$ cat src/sv/analog_stick_deadzone_calibration_defines.svh
// Assertion macros for the analog stick deadzone calibration block.
`ifndef ANALOG_STICK_DEADZONE_CALIBRATION_DEFINES_SVH
`define ANALOG_STICK_DEADZONE_CALIBRATION_DEFINES_SVH

// Same-cycle implication, checked outside reset.
`define ASDC_ASSERT_SAME(label, ante, cons, msg) \
  label: assert property (@(posedge clk) disable iff (rst) (ante) |-> (cons)) \
    else $error(msg);

// Next-cycle implication, checked outside reset.
`define ASDC_ASSERT_NEXT(label, ante, cons, msg) \
  label: assert property (@(posedge clk) disable iff (rst) (ante) |=> (cons)) \
    else $error(msg);

`endif

$ cat src/sv/asdc_pkg.sv
// Types and constants shared by the analog stick deadzone calibration block.
package asdc_pkg;

  localparam int AXES       = 4;
  localparam int NUM_W      = 15;
  localparam int DIV_STEPS  = 15;
  localparam int CNT_W      = 4;
  localparam int GAIN_SHIFT = 7;
  localparam int CFG_IDX_W  = 2;

  localparam logic [7:0]  REST  = 8'd127;
  localparam logic [7:0]  FULL  = 8'd255;

  localparam logic [NUM_W-1:0] UPPER_NUM = 15'h4000;
  localparam logic [NUM_W-1:0] LOWER_NUM = 15'h3f80;

  localparam logic [7:0]  UPPER_RST = 8'd175;
  localparam logic [7:0]  LOWER_RST = 8'd79;
  localparam logic [14:0] UGAIN_RST = 15'd204;
  localparam logic [13:0] LGAIN_RST = 14'd205;

  localparam logic [7:0]  MIN_RST = 8'd0;
  localparam logic [7:0]  MAX_RST = 8'd255;
  localparam logic [6:0]  DZ_RST  = 7'd48;

  localparam logic [CFG_IDX_W-1:0] CFG_MIN_LIMIT = 2'd0;
  localparam logic [CFG_IDX_W-1:0] CFG_MAX_LIMIT = 2'd1;
  localparam logic [CFG_IDX_W-1:0] CFG_DEADZONE  = 2'd2;

  localparam logic MODE_APPLY   = 1'b0;
  localparam logic MODE_CAPTURE = 1'b1;

  typedef struct packed {
    logic       mode;
    logic [7:0] axis_0;
    logic [7:0] axis_1;
    logic [7:0] axis_2;
    logic [7:0] axis_3;
  } sample_t;

  typedef struct packed {
    logic [7:0] out_0;
    logic [7:0] out_1;
    logic [7:0] out_2;
    logic [7:0] out_3;
    logic       calib_ok;
  } result_t;

  typedef struct packed {
    logic [7:0] min_limit;
    logic [7:0] max_limit;
    logic [6:0] deadzone;
  } cal_cfg_t;

  typedef struct packed {
    logic start;
    logic ok;
  } lane_ctrl_t;

  typedef struct packed {
    logic pass;
    logic busy;
  } lane_stat_t;

endpackage

$ cat src/sv/asdc_div.sv
// Restoring divider, one quotient bit per cycle, for the gain computation.
module asdc_div
  import asdc_pkg::*;
(
  input  logic             clk,
  input  logic             rst,
  input  logic             start,
  input  logic [NUM_W-1:0] num,
  input  logic [7:0]       den,
  output logic             busy,
  output logic             done,
  output logic [NUM_W-1:0] quot
);

  logic [CNT_W-1:0] cnt;
  logic [7:0]       rem;
  logic [NUM_W-1:0] numer;
  logic [7:0]       dvsr;
  logic [8:0]       trial;
  logic [8:0]       trial_diff;
  logic             fits;
  logic [7:0]       rem_next;

  // divide by zero yields all ones, which is the required saturated gain
  always_comb begin
    trial      = {rem, numer[NUM_W-1]};
    trial_diff = trial - {1'b0, dvsr};
    fits       = trial >= {1'b0, dvsr};
    rem_next   = fits ? trial_diff[7:0] : trial[7:0];
  end

  always_ff @(posedge clk) begin
    if (rst) begin
      busy <= 1'b0;
      done <= 1'b0;
      cnt  <= '0;
    end else begin
      done <= 1'b0;
      if (start) begin
        busy <= 1'b1;
        cnt  <= '0;
      end else if (busy) begin
        cnt <= cnt + 1'b1;
        if (cnt == CNT_W'(DIV_STEPS - 1)) begin
          busy <= 1'b0;
          done <= 1'b1;
        end
      end
    end
  end

  always_ff @(posedge clk) begin
    if (start) begin
      rem   <= '0;
      numer <= num;
      dvsr  <= den;
      quot  <= '0;
    end else if (busy) begin
      rem   <= rem_next;
      numer <= {numer[NUM_W-2:0], 1'b0};
      quot  <= {quot[NUM_W-2:0], fits};
    end
  end

endmodule

$ cat src/sv/asdc_lane.sv
// One axis lane: center check, threshold and gain store, and the apply mapping.
module asdc_lane
  import asdc_pkg::*;
(
  input  logic       clk,
  input  logic       rst,
  input  logic [7:0] axis,
  input  cal_cfg_t   cfg,
  input  lane_ctrl_t ctrl,
  output lane_stat_t stat,
  output logic [7:0] mapped
);

  logic [7:0]       upper_threshold;
  logic [7:0]       lower_threshold;
  logic [14:0]      upper_gain;
  logic [13:0]      lower_gain;

  logic [8:0]       hi_sum;
  logic [7:0]       lo_diff;
  logic             hi_ok;
  logic             lo_ok;

  logic [7:0]       center;
  logic [7:0]       span_lo;
  logic [7:0]       span_hi;
  logic [7:0]       up_new;
  logic [7:0]       dn_new;
  logic [7:0]       uspan;
  logic [7:0]       lspan;

  logic             ubusy;
  logic             udone;
  logic             lbusy;
  logic             ldone;
  logic [NUM_W-1:0] uq;
  logic [NUM_W-1:0] lq;

  logic [7:0]       above;
  logic [7:0]       below;
  logic [22:0]      up_prod;
  logic [21:0]      dn_prod;
  logic [22:0]      up_shift;
  logic [21:0]      dn_shift;
  logic [16:0]      up_sum;
  logic [14:0]      dn_dec;

  // center must sit more than a deadzone inside the limits
  always_comb begin
    hi_sum    = {1'b0, axis} + {2'b0, cfg.deadzone};
    lo_diff   = axis - {1'b0, cfg.deadzone};
    hi_ok     = hi_sum < {1'b0, cfg.max_limit};
    lo_ok     = (axis > {1'b0, cfg.deadzone}) && (cfg.min_limit < lo_diff);
    stat.pass = hi_ok && lo_ok;
    stat.busy = ubusy || udone || lbusy || ldone;
  end

  // fallback: center 127 over the full 0..255 range
  always_comb begin
    center  = ctrl.ok ? axis : REST;
    span_lo = ctrl.ok ? cfg.min_limit : 8'd0;
    span_hi = ctrl.ok ? cfg.max_limit : FULL;
    up_new  = center + {1'b0, cfg.deadzone};
    dn_new  = center - {1'b0, cfg.deadzone};
    uspan   = span_hi - up_new;
    lspan   = dn_new - span_lo;
  end

  asdc_div u_upper_div (
    .clk   (clk),
    .rst   (rst),
    .start (ctrl.start),
    .num   (UPPER_NUM),
    .den   (uspan),
    .busy  (ubusy),
    .done  (udone),
    .quot  (uq)
  );

  asdc_div u_lower_div (
    .clk   (clk),
    .rst   (rst),
    .start (ctrl.start),
    .num   (LOWER_NUM),
    .den   (lspan),
    .busy  (lbusy),
    .done  (ldone),
    .quot  (lq)
  );

  always_ff @(posedge clk) begin
    if (rst) begin
      upper_threshold <= UPPER_RST;
      lower_threshold <= LOWER_RST;
      upper_gain      <= UGAIN_RST;
      lower_gain      <= LGAIN_RST;
    end else begin
      if (ctrl.start) begin
        upper_threshold <= up_new;
        lower_threshold <= dn_new;
      end
      if (udone) begin
        upper_gain <= uq;
      end
      if (ldone) begin
        lower_gain <= lq[13:0];
      end
    end
  end

  always_comb begin
    above    = axis - upper_threshold;
    below    = lower_threshold - axis;
    up_prod  = {15'b0, above} * {8'b0, upper_gain};
    dn_prod  = {14'b0, below} * {8'b0, lower_gain};
    up_shift = up_prod >> GAIN_SHIFT;
    dn_shift = dn_prod >> GAIN_SHIFT;
    up_sum   = {1'b0, up_shift[15:0]} + {9'b0, REST};
    dn_dec   = dn_shift[14:0];
    if (axis > upper_threshold) begin
      mapped = (up_sum > {9'b0, FULL}) ? FULL : up_sum[7:0];
    end else if (axis < lower_threshold) begin
      mapped = (dn_dec > {7'b0, REST}) ? 8'd0 : (REST - dn_dec[7:0]);
    end else begin
      mapped = REST;
    end
  end

endmodule

$ cat src/sv/analog_stick_deadzone_calibration.sv
// Analog stick deadzone calibration top level: config registers, lanes, merge.
//
// Input channel sample (sample_valid/sample_stall) carries a mode bit and
// four raw axis bytes. Mode apply maps every axis through its stored
// thresholds and gains; mode capture takes the bytes as centers and
// recalibrates all axes. Output channel result (result_valid/result_stall)
// carries one transaction per sample: four mapped axes and calib_ok.
// The result is registered: the result register loads at the accepting edge.
// Apply samples run one per cycle while sample_stall is low. A capture sample
// occupies the per-lane gain dividers for its quotient bits plus the gain
// write, during which sample_stall stays high; its result (all axes 127) shows at once.
// A stalled result holds, and a new sample is only taken when the result
// register is empty or being drained in the same cycle.
// Config writes (cfg_valid/cfg_ready, always ready) set min_limit, max_limit
// and deadzone; they act on the next capture. Unknown indexes are ignored.
// Reset empties the result register, loads the default limits and deadzone,
// and the rest-state calibration (thresholds 175/79, gains 204/205).
`include "analog_stick_deadzone_calibration_defines.svh"

module analog_stick_deadzone_calibration
  import asdc_pkg::*;
(
  input  logic                 clk,
  input  logic                 rst,
  input  logic                 sample_valid,
  output logic                 sample_stall,
  input  sample_t              sample,
  output logic                 result_valid,
  input  logic                 result_stall,
  output result_t              result,
  input  logic                 cfg_valid,
  output logic                 cfg_ready,
  input  logic [CFG_IDX_W-1:0] cfg_index,
  input  logic [7:0]           cfg_data
);

  cal_cfg_t   cfg;
  lane_ctrl_t ctrl;
  lane_stat_t stat_arr [AXES];
  logic [7:0] axis_arr [AXES];
  logic [7:0] mapped_arr [AXES];
  logic       ok_all;
  logic       busy_any;
  logic       accept;
  result_t    result_next;

  assign cfg_ready = 1'b1;

  always_ff @(posedge clk) begin
    if (rst) begin
      cfg.min_limit <= MIN_RST;
      cfg.max_limit <= MAX_RST;
      cfg.deadzone  <= DZ_RST;
    end else if (cfg_valid && cfg_ready) begin
      case (cfg_index)
        CFG_MIN_LIMIT: cfg.min_limit <= cfg_data;
        CFG_MAX_LIMIT: cfg.max_limit <= cfg_data;
        CFG_DEADZONE:  cfg.deadzone  <= cfg_data[6:0];
        default: ;
      endcase
    end
  end

  always_comb begin
    axis_arr[0] = sample.axis_0;
    axis_arr[1] = sample.axis_1;
    axis_arr[2] = sample.axis_2;
    axis_arr[3] = sample.axis_3;
  end

  for (genvar i = 0; i < AXES; i++) begin : g_lane
    asdc_lane u_lane (
      .clk    (clk),
      .rst    (rst),
      .axis   (axis_arr[i]),
      .cfg    (cfg),
      .ctrl   (ctrl),
      .stat   (stat_arr[i]),
      .mapped (mapped_arr[i])
    );
  end

  // merge: all lanes must pass, any lane dividing holds off new samples
  always_comb begin
    ok_all   = 1'b1;
    busy_any = 1'b0;
    for (int i = 0; i < AXES; i++) begin
      ok_all   = ok_all && stat_arr[i].pass;
      busy_any = busy_any || stat_arr[i].busy;
    end
  end

  assign sample_stall = busy_any || (result_valid && result_stall);
  assign accept       = sample_valid && !sample_stall;
  assign ctrl.start   = accept && (sample.mode == MODE_CAPTURE);
  assign ctrl.ok      = ok_all;

  always_comb begin
    if (sample.mode == MODE_CAPTURE) begin
      result_next.out_0    = REST;
      result_next.out_1    = REST;
      result_next.out_2    = REST;
      result_next.out_3    = REST;
      result_next.calib_ok = ok_all;
    end else begin
      result_next.out_0    = mapped_arr[0];
      result_next.out_1    = mapped_arr[1];
      result_next.out_2    = mapped_arr[2];
      result_next.out_3    = mapped_arr[3];
      result_next.calib_ok = 1'b1;
    end
  end

  always_ff @(posedge clk) begin
    if (rst) begin
      result_valid <= 1'b0;
    end else if (accept) begin
      result_valid <= 1'b1;
    end else if (!result_stall) begin
      result_valid <= 1'b0;
    end
  end

  always_ff @(posedge clk) begin
    if (accept) begin
      result <= result_next;
    end
  end

  `ASDC_ASSERT_NEXT(a_capture_starts_div, ctrl.start, busy_any, "capture did not start dividers")
  `ASDC_ASSERT_NEXT(a_apply_ok, accept && (sample.mode == MODE_APPLY), result_valid && result.calib_ok, "apply result missing or not ok")
  `ASDC_ASSERT_SAME(a_fail_rest, result_valid && !result.calib_ok, (result.out_0 == REST) && (result.out_3 == REST), "failed capture result not at rest")

endmodule
$ cat config.mk
export PLATFORM = sky130hd
export DESIGN_NAME = analog_stick_deadzone_calibration
export DESIGN_NICKNAME = d
export VERILOG_FILES = /design/src/sv/asdc_pkg.sv /design/src/sv/asdc_div.sv /design/src/sv/asdc_lane.sv /design/src/sv/analog_stick_deadzone_calibration.sv
export VERILOG_INCLUDE_DIRS = /design/src /design/src/sv
export SDC_FILE = /design/constraint.sdc
export NUM_CORES = 2
export LEC_CHECK = 0
export BUFFER_PORTS_ARGS = -buffer_cell sky130_fd_sc_hd__buf_2
export CORE_MARGIN = 4
export CORE_UTILIZATION = 30
export DETAILED_ROUTE_END_ITERATION = 6
export GPL_ROUTABILITY_DRIVEN = 0
export SLEW_MARGIN = 20
export SYNTH_ARGS = -nofsm -noshare
export SYNTH_HDL_FRONTEND = slang
export SYNTH_HIERARCHICAL = 1
export SYNTH_SLANG_ARGS = --single-unit
$ cat constraint.sdc
create_clock -name clk -period 8.7 [get_ports clk]
set_input_delay 1.305 -clock clk [delete_from_list [all_inputs] [get_ports clk]]
set_output_delay 1.305 -clock clk [all_outputs]
set_load 0.005 [all_outputs]
Word level (Yosys, flattened, before mapping)
Cells that the tools add are included.
W data, S select, Z words.
Cells by class
  magnitude comparators: 36
  equality and inequality tests: 11
  add/subtract/negate cells: 56
  reduce and logical (&&, ||, !) cells: 44
  bitwise gates (word level): 8
  multipliers: 8
  multiplexer cells: 64
Operators with widths (number)
  $mux W8: 30
  $sub A8 B8 Y8: 24
  $mul A8 B15 Y23: 4
  $mul A8 B14 Y22: 4
  $ge A9 B8 Y1: 8
  $add A16 B7 Y17 const B: 4
  $gt A17 B8 Y1 const B: 4
  $lt A8 B8 Y1: 8
  $sub A8 B7 Y8: 8
  $gt A15 B7 Y1 const B: 4
  $add A8 B7 Y9: 4
  $lt A9 B8 Y1: 4
  $mux W1: 34
  $add A4 B1 Y4 const B: 8
  $add A8 B7 Y8: 4
  $eq A4 B4 Y1 const B: 8
  $gt A8 B7 Y1: 4
  $gt A8 B8 Y1: 4
  $sub A7 B8 Y8 const A: 4
  $reduce_or A3 Y1: 8
  $logic_or A1 B1 Y1: 16
  $logic_and A1 B1 Y1: 14
  $not A1 Y1: 8
  $reduce_and A2 Y1: 3
  6 further kinds: 6
Storage, ports and cells
  register bits: 565
  logic and storage cells: 308
  input port bits: 48
  output and inout bits: 36

Depth between registers and ports, before layout
  word-level depth: 11
  mapped depth: 35
  mapped depth without buffers: 34

Cells and area by module
The synthesis kept the hierarchy.
Modules (own cells, without submodules)
  asdc_lane (g_lane[0].u_lane ...): seq. area each 900.9 µm², area an instance 12200.5 µm², times used 2, cells each 1477
  asdc_div: seq. area each 1271.2 µm², area an instance 2483.6 µm², times used 8, cells each 229
  asdc_lane (g_lane[2].u_lane): seq. area each 900.9 µm², area an instance 11775.0 µm², times used 1, cells each 1407
  asdc_lane (g_lane[3].u_lane): seq. area each 900.9 µm², area an instance 11701.2 µm², times used 1, cells each 1407
  analog_stick_deadzone_calibration: seq. area each 1471.4 µm², area an instance 2264.7 µm², times used 1, cells each 175

Worst setup path after synthesis
No wires, ideal clock.
  path type: input to register
  from: in sample[24] in the netlist's numbering
  to: reg result[32] in the netlist's numbering (data pin)
  slack: -0.090 ns
  cell stages on the path: 31
  path buffers: 2
  library setup time: 0.261 ns
  data required time: 8.439 ns
  arrival time: 8.528 ns
  path through: inv_1 > ha_1 > inv_1 > fa_1 > a21o_1 > a21oi_1 > o21bai_1 > a21oi_1 > xnor2_1 > clkbuf_1 > nand2_1 > fa_1 > fa_1 > inv_1 > fa_1 > inv_1 > fa_1 > inv_1 > ha_1 > buf_6 > and4_1 > and3_4 > a211oi_4 > a21boi_0 > xor2_1 > nand4_1 > nor4_2 > nor2_1 > or4_1 > o31a_1 > nor2b_1
RTL lines
  start: declaration: line analog_stick_deadzone_calibration.sv:27  | input sample_t sample,
  end signal: assignment: line analog_stick_deadzone_calibration.sv:126  | result <= result_next;
  end: declaration: line analog_stick_deadzone_calibration.sv:30  | output result_t result,

==> flow_metrics.env <==
export IMPL_root_buffer="clkbuf_16"
export IMPL_ant_nets=0
export IMPL_drv_cap=0
export IMPL_numPortBuffers=82
export IMPL_die_x_um=491
export IMPL_drt_iter0_drc=2822
export IMPL_p_per_area_nw_per_um2=359
export IMPL_holdBufCountCts=0
export IMPL_areaGrowthSynthToFinish_pct=12.7
export IMPL_layout_nets=9485
export IMPL_cts_buffers=76
export IMPL_wire_per_inst_um=15.0
export IMPL_route_met3_wl_um=5560
export IMPL_dpl_hpwl_um=132000
export IMPL_fin_worst_skew_ns=0.0233
export IMPL_wl_um=168000
export IMPL_met2_length_um=79200
export IMPL_drive_gt1_share_pct=10.8
export IMPL_outcome="finished clean"
export IMPL_initial_utilization_pct=30.3
export IMPL_met1_length_um=75800
export IMPL_cp_buffers_inverters=8
export IMPL_syn_area_per_cell_um2=9.00
export IMPL_num_vias=53900
export IMPL_fillers=23600
export IMPL_leakage_nw=35.5
export IMPL_first_global_vias=55100
export IMPL_synthCells=7763
export IMPL_hold_class="reg -> reg"
export IMPL_end_kind="register"
export IMPL_slew_headroom_pct=31.6
export IMPL_total_power_mw=28.2
export IMPL_io_pin_count=84
export IMPL_path_class="in -> reg"
export IMPL_path_delay_family="adder cells"
export IMPL_ir_worst_vdd_mv=0.343
export IMPL_clk_latency_ns=0.66
export IMPL_tightest_slew_ns=1.00
export IMPL_cp_start_kind="primary input"
export IMPL_setup_viol=0
export IMPL_syn_area_um2=69900
export IMPL_viasPerCell=4.80
export IMPL_drtPass1Iterations=5
export IMPL_grt_pass1_wl_um=281000
export IMPL_core_rowCount=176
export IMPL_critPathSlowestCell="fa_1"
export IMPL_cts_reportedPaths_clkPinSlew_ns=0.07
export IMPL_drc=0
export IMPL_fin_crit_sh_pct=95.4
export IMPL_grt_max_degree=121
export IMPL_hold_violations=0
export IMPL_cp_common_cell="fa_1"
export IMPL_antenna_found_initial=34
export IMPL_path_max_fanout=9
export IMPL_setup_tns_ns=0
export IMPL_htreeDepth=3
export IMPL_cts_buffer_depth=3
export IMPL_top_layer_used="met4"
export IMPL_fmaxAchievable_mhz=120
export IMPL_groute_usage_overall_pct=13.8
export IMPL_cp_arrival_ns=8.68
export IMPL_cts_sinks=649
export IMPL_fin_crit_ns=8.30
export IMPL_slew_viol_final=0
export IMPL_cts_tree="done"
export IMPL_dieHeight_um=491
export IMPL_ys_warn_count=6
export IMPL_overflow=0
export IMPL_core_area_um2=231000
export IMPL_cp_slowest_stage_delay_ns=0.55
export IMPL_die_area_um2=241000
export IMPL_worst_ep_required_time_ns=9.08
power breakdown:
part / leakage [nW] / internal (mW) / switching (mW)
sequential: 5.48 / 3.97 / 0.417
clock: 1.25 / 1.88 / 1.37
combinational: 28.7 / 9.37 / 11.2
placed cells by master (no fill, tap or decap), drive strengths merged, types with 56 or more instances in the layout:
master / instances
inv: 1067
ha: 696
fa: 632
nand2: 627
nor2: 553
and2: 483
buf: 453
dfxtp: 432
a21oi: 348
mux2i: 229
xnor2: 227
edfxtp: 217
o21ai: 209
nand2b: 172
nor2b: 139
conb: 121
mux2: 114
a21o: 114
xor2: 112
nand3: 112
clkbuf: 111
nor3: 95
a211o: 78
o21bai: 70
o21a: 63
or2: 58
nand4: 56
routing by layer:
layer / global-route usage (%) / up-vias
met2: 23.4 / 858
met1: 17.7 / 26300
met5: 0 / -
li1: - / 26400
met3: 1.39 / 272
met4: 6.21 / 0
what timing repair did:
action	in CTS	in global routing
setup buffers	0	1
gates resized for setup	0	26
endpoints found under the setup margin	0	10
final cells by class:
type                       count  area [µm²]  share of cell area [%]
timing repair buffer         453        3260                    4.13
clock inverter                29         243                   0.308
multi-input combinational   5876       50000                    63.5
inverter                    1053        3950                    5.02
sequential                   649       15200                    19.3
antenna                       21        52.6                  0.0667
clock buffer                 111        2280                    2.90
tap                         3026        3790                    4.81
metrics by stage:
stage	instance area [µm²]	hold WS [ns]	util [%]	cells	setup slack (ns)
6_report	78700	0.485	34.1	11200	0.400
5_1_grt	78700	0.498	34.1	11200	-0.00947
4_1_cts	78600	0.490	34.0	11200	0.286
3_5_place_dp	76000	0.477	32.9	11100	-0.390
3_3_place_gp	76000	0.468	32.9	11100	-0.375
2_1_floorplan	70300	0.449	-	7875	-0.00753
state kept, by name (all words and copies together) (netlist names):
register,count
cfg,23
g_lane.u_lane/lower_gain,56
g_lane.u_lane/lower_threshold,32
g_lane.u_lane/u_lower_div/busy,4
g_lane.u_lane/u_lower_div/cnt,16
g_lane.u_lane/u_lower_div/done,4
g_lane.u_lane/u_lower_div/dvsr,32
g_lane.u_lane/u_lower_div/numer,60
g_lane.u_lane/u_lower_div/quot,56
g_lane.u_lane/u_lower_div/rem,32
g_lane.u_lane/u_upper_div/busy,4
g_lane.u_lane/u_upper_div/cnt,16
g_lane.u_lane/u_upper_div/done,4
g_lane.u_lane/u_upper_div/dvsr,32
g_lane.u_lane/u_upper_div/numer,60
g_lane.u_lane/u_upper_div/quot,60
g_lane.u_lane/u_upper_div/rem,32
g_lane.u_lane/upper_gain,60
g_lane.u_lane/upper_threshold,32
result,33
result_valid,1
path summary, 6_finish.rpt:
check,end,start,slack [ns],depth (start not counted)
max,result[24],sample[16],0.40,32
min,g_lane[2].u_lane/upper_gain[6],g_lane[2].u_lane/u_upper_div/quot[6],0.49,1
max reg2reg,result[25],g_lane[0].u_lane/upper_threshold[1],0.83,33
min reg2reg,g_lane[2].u_lane/upper_gain[6],g_lane[2].u_lane/u_upper_div/quot[6],0.49,1
Power figures use the tool's default switching activity.
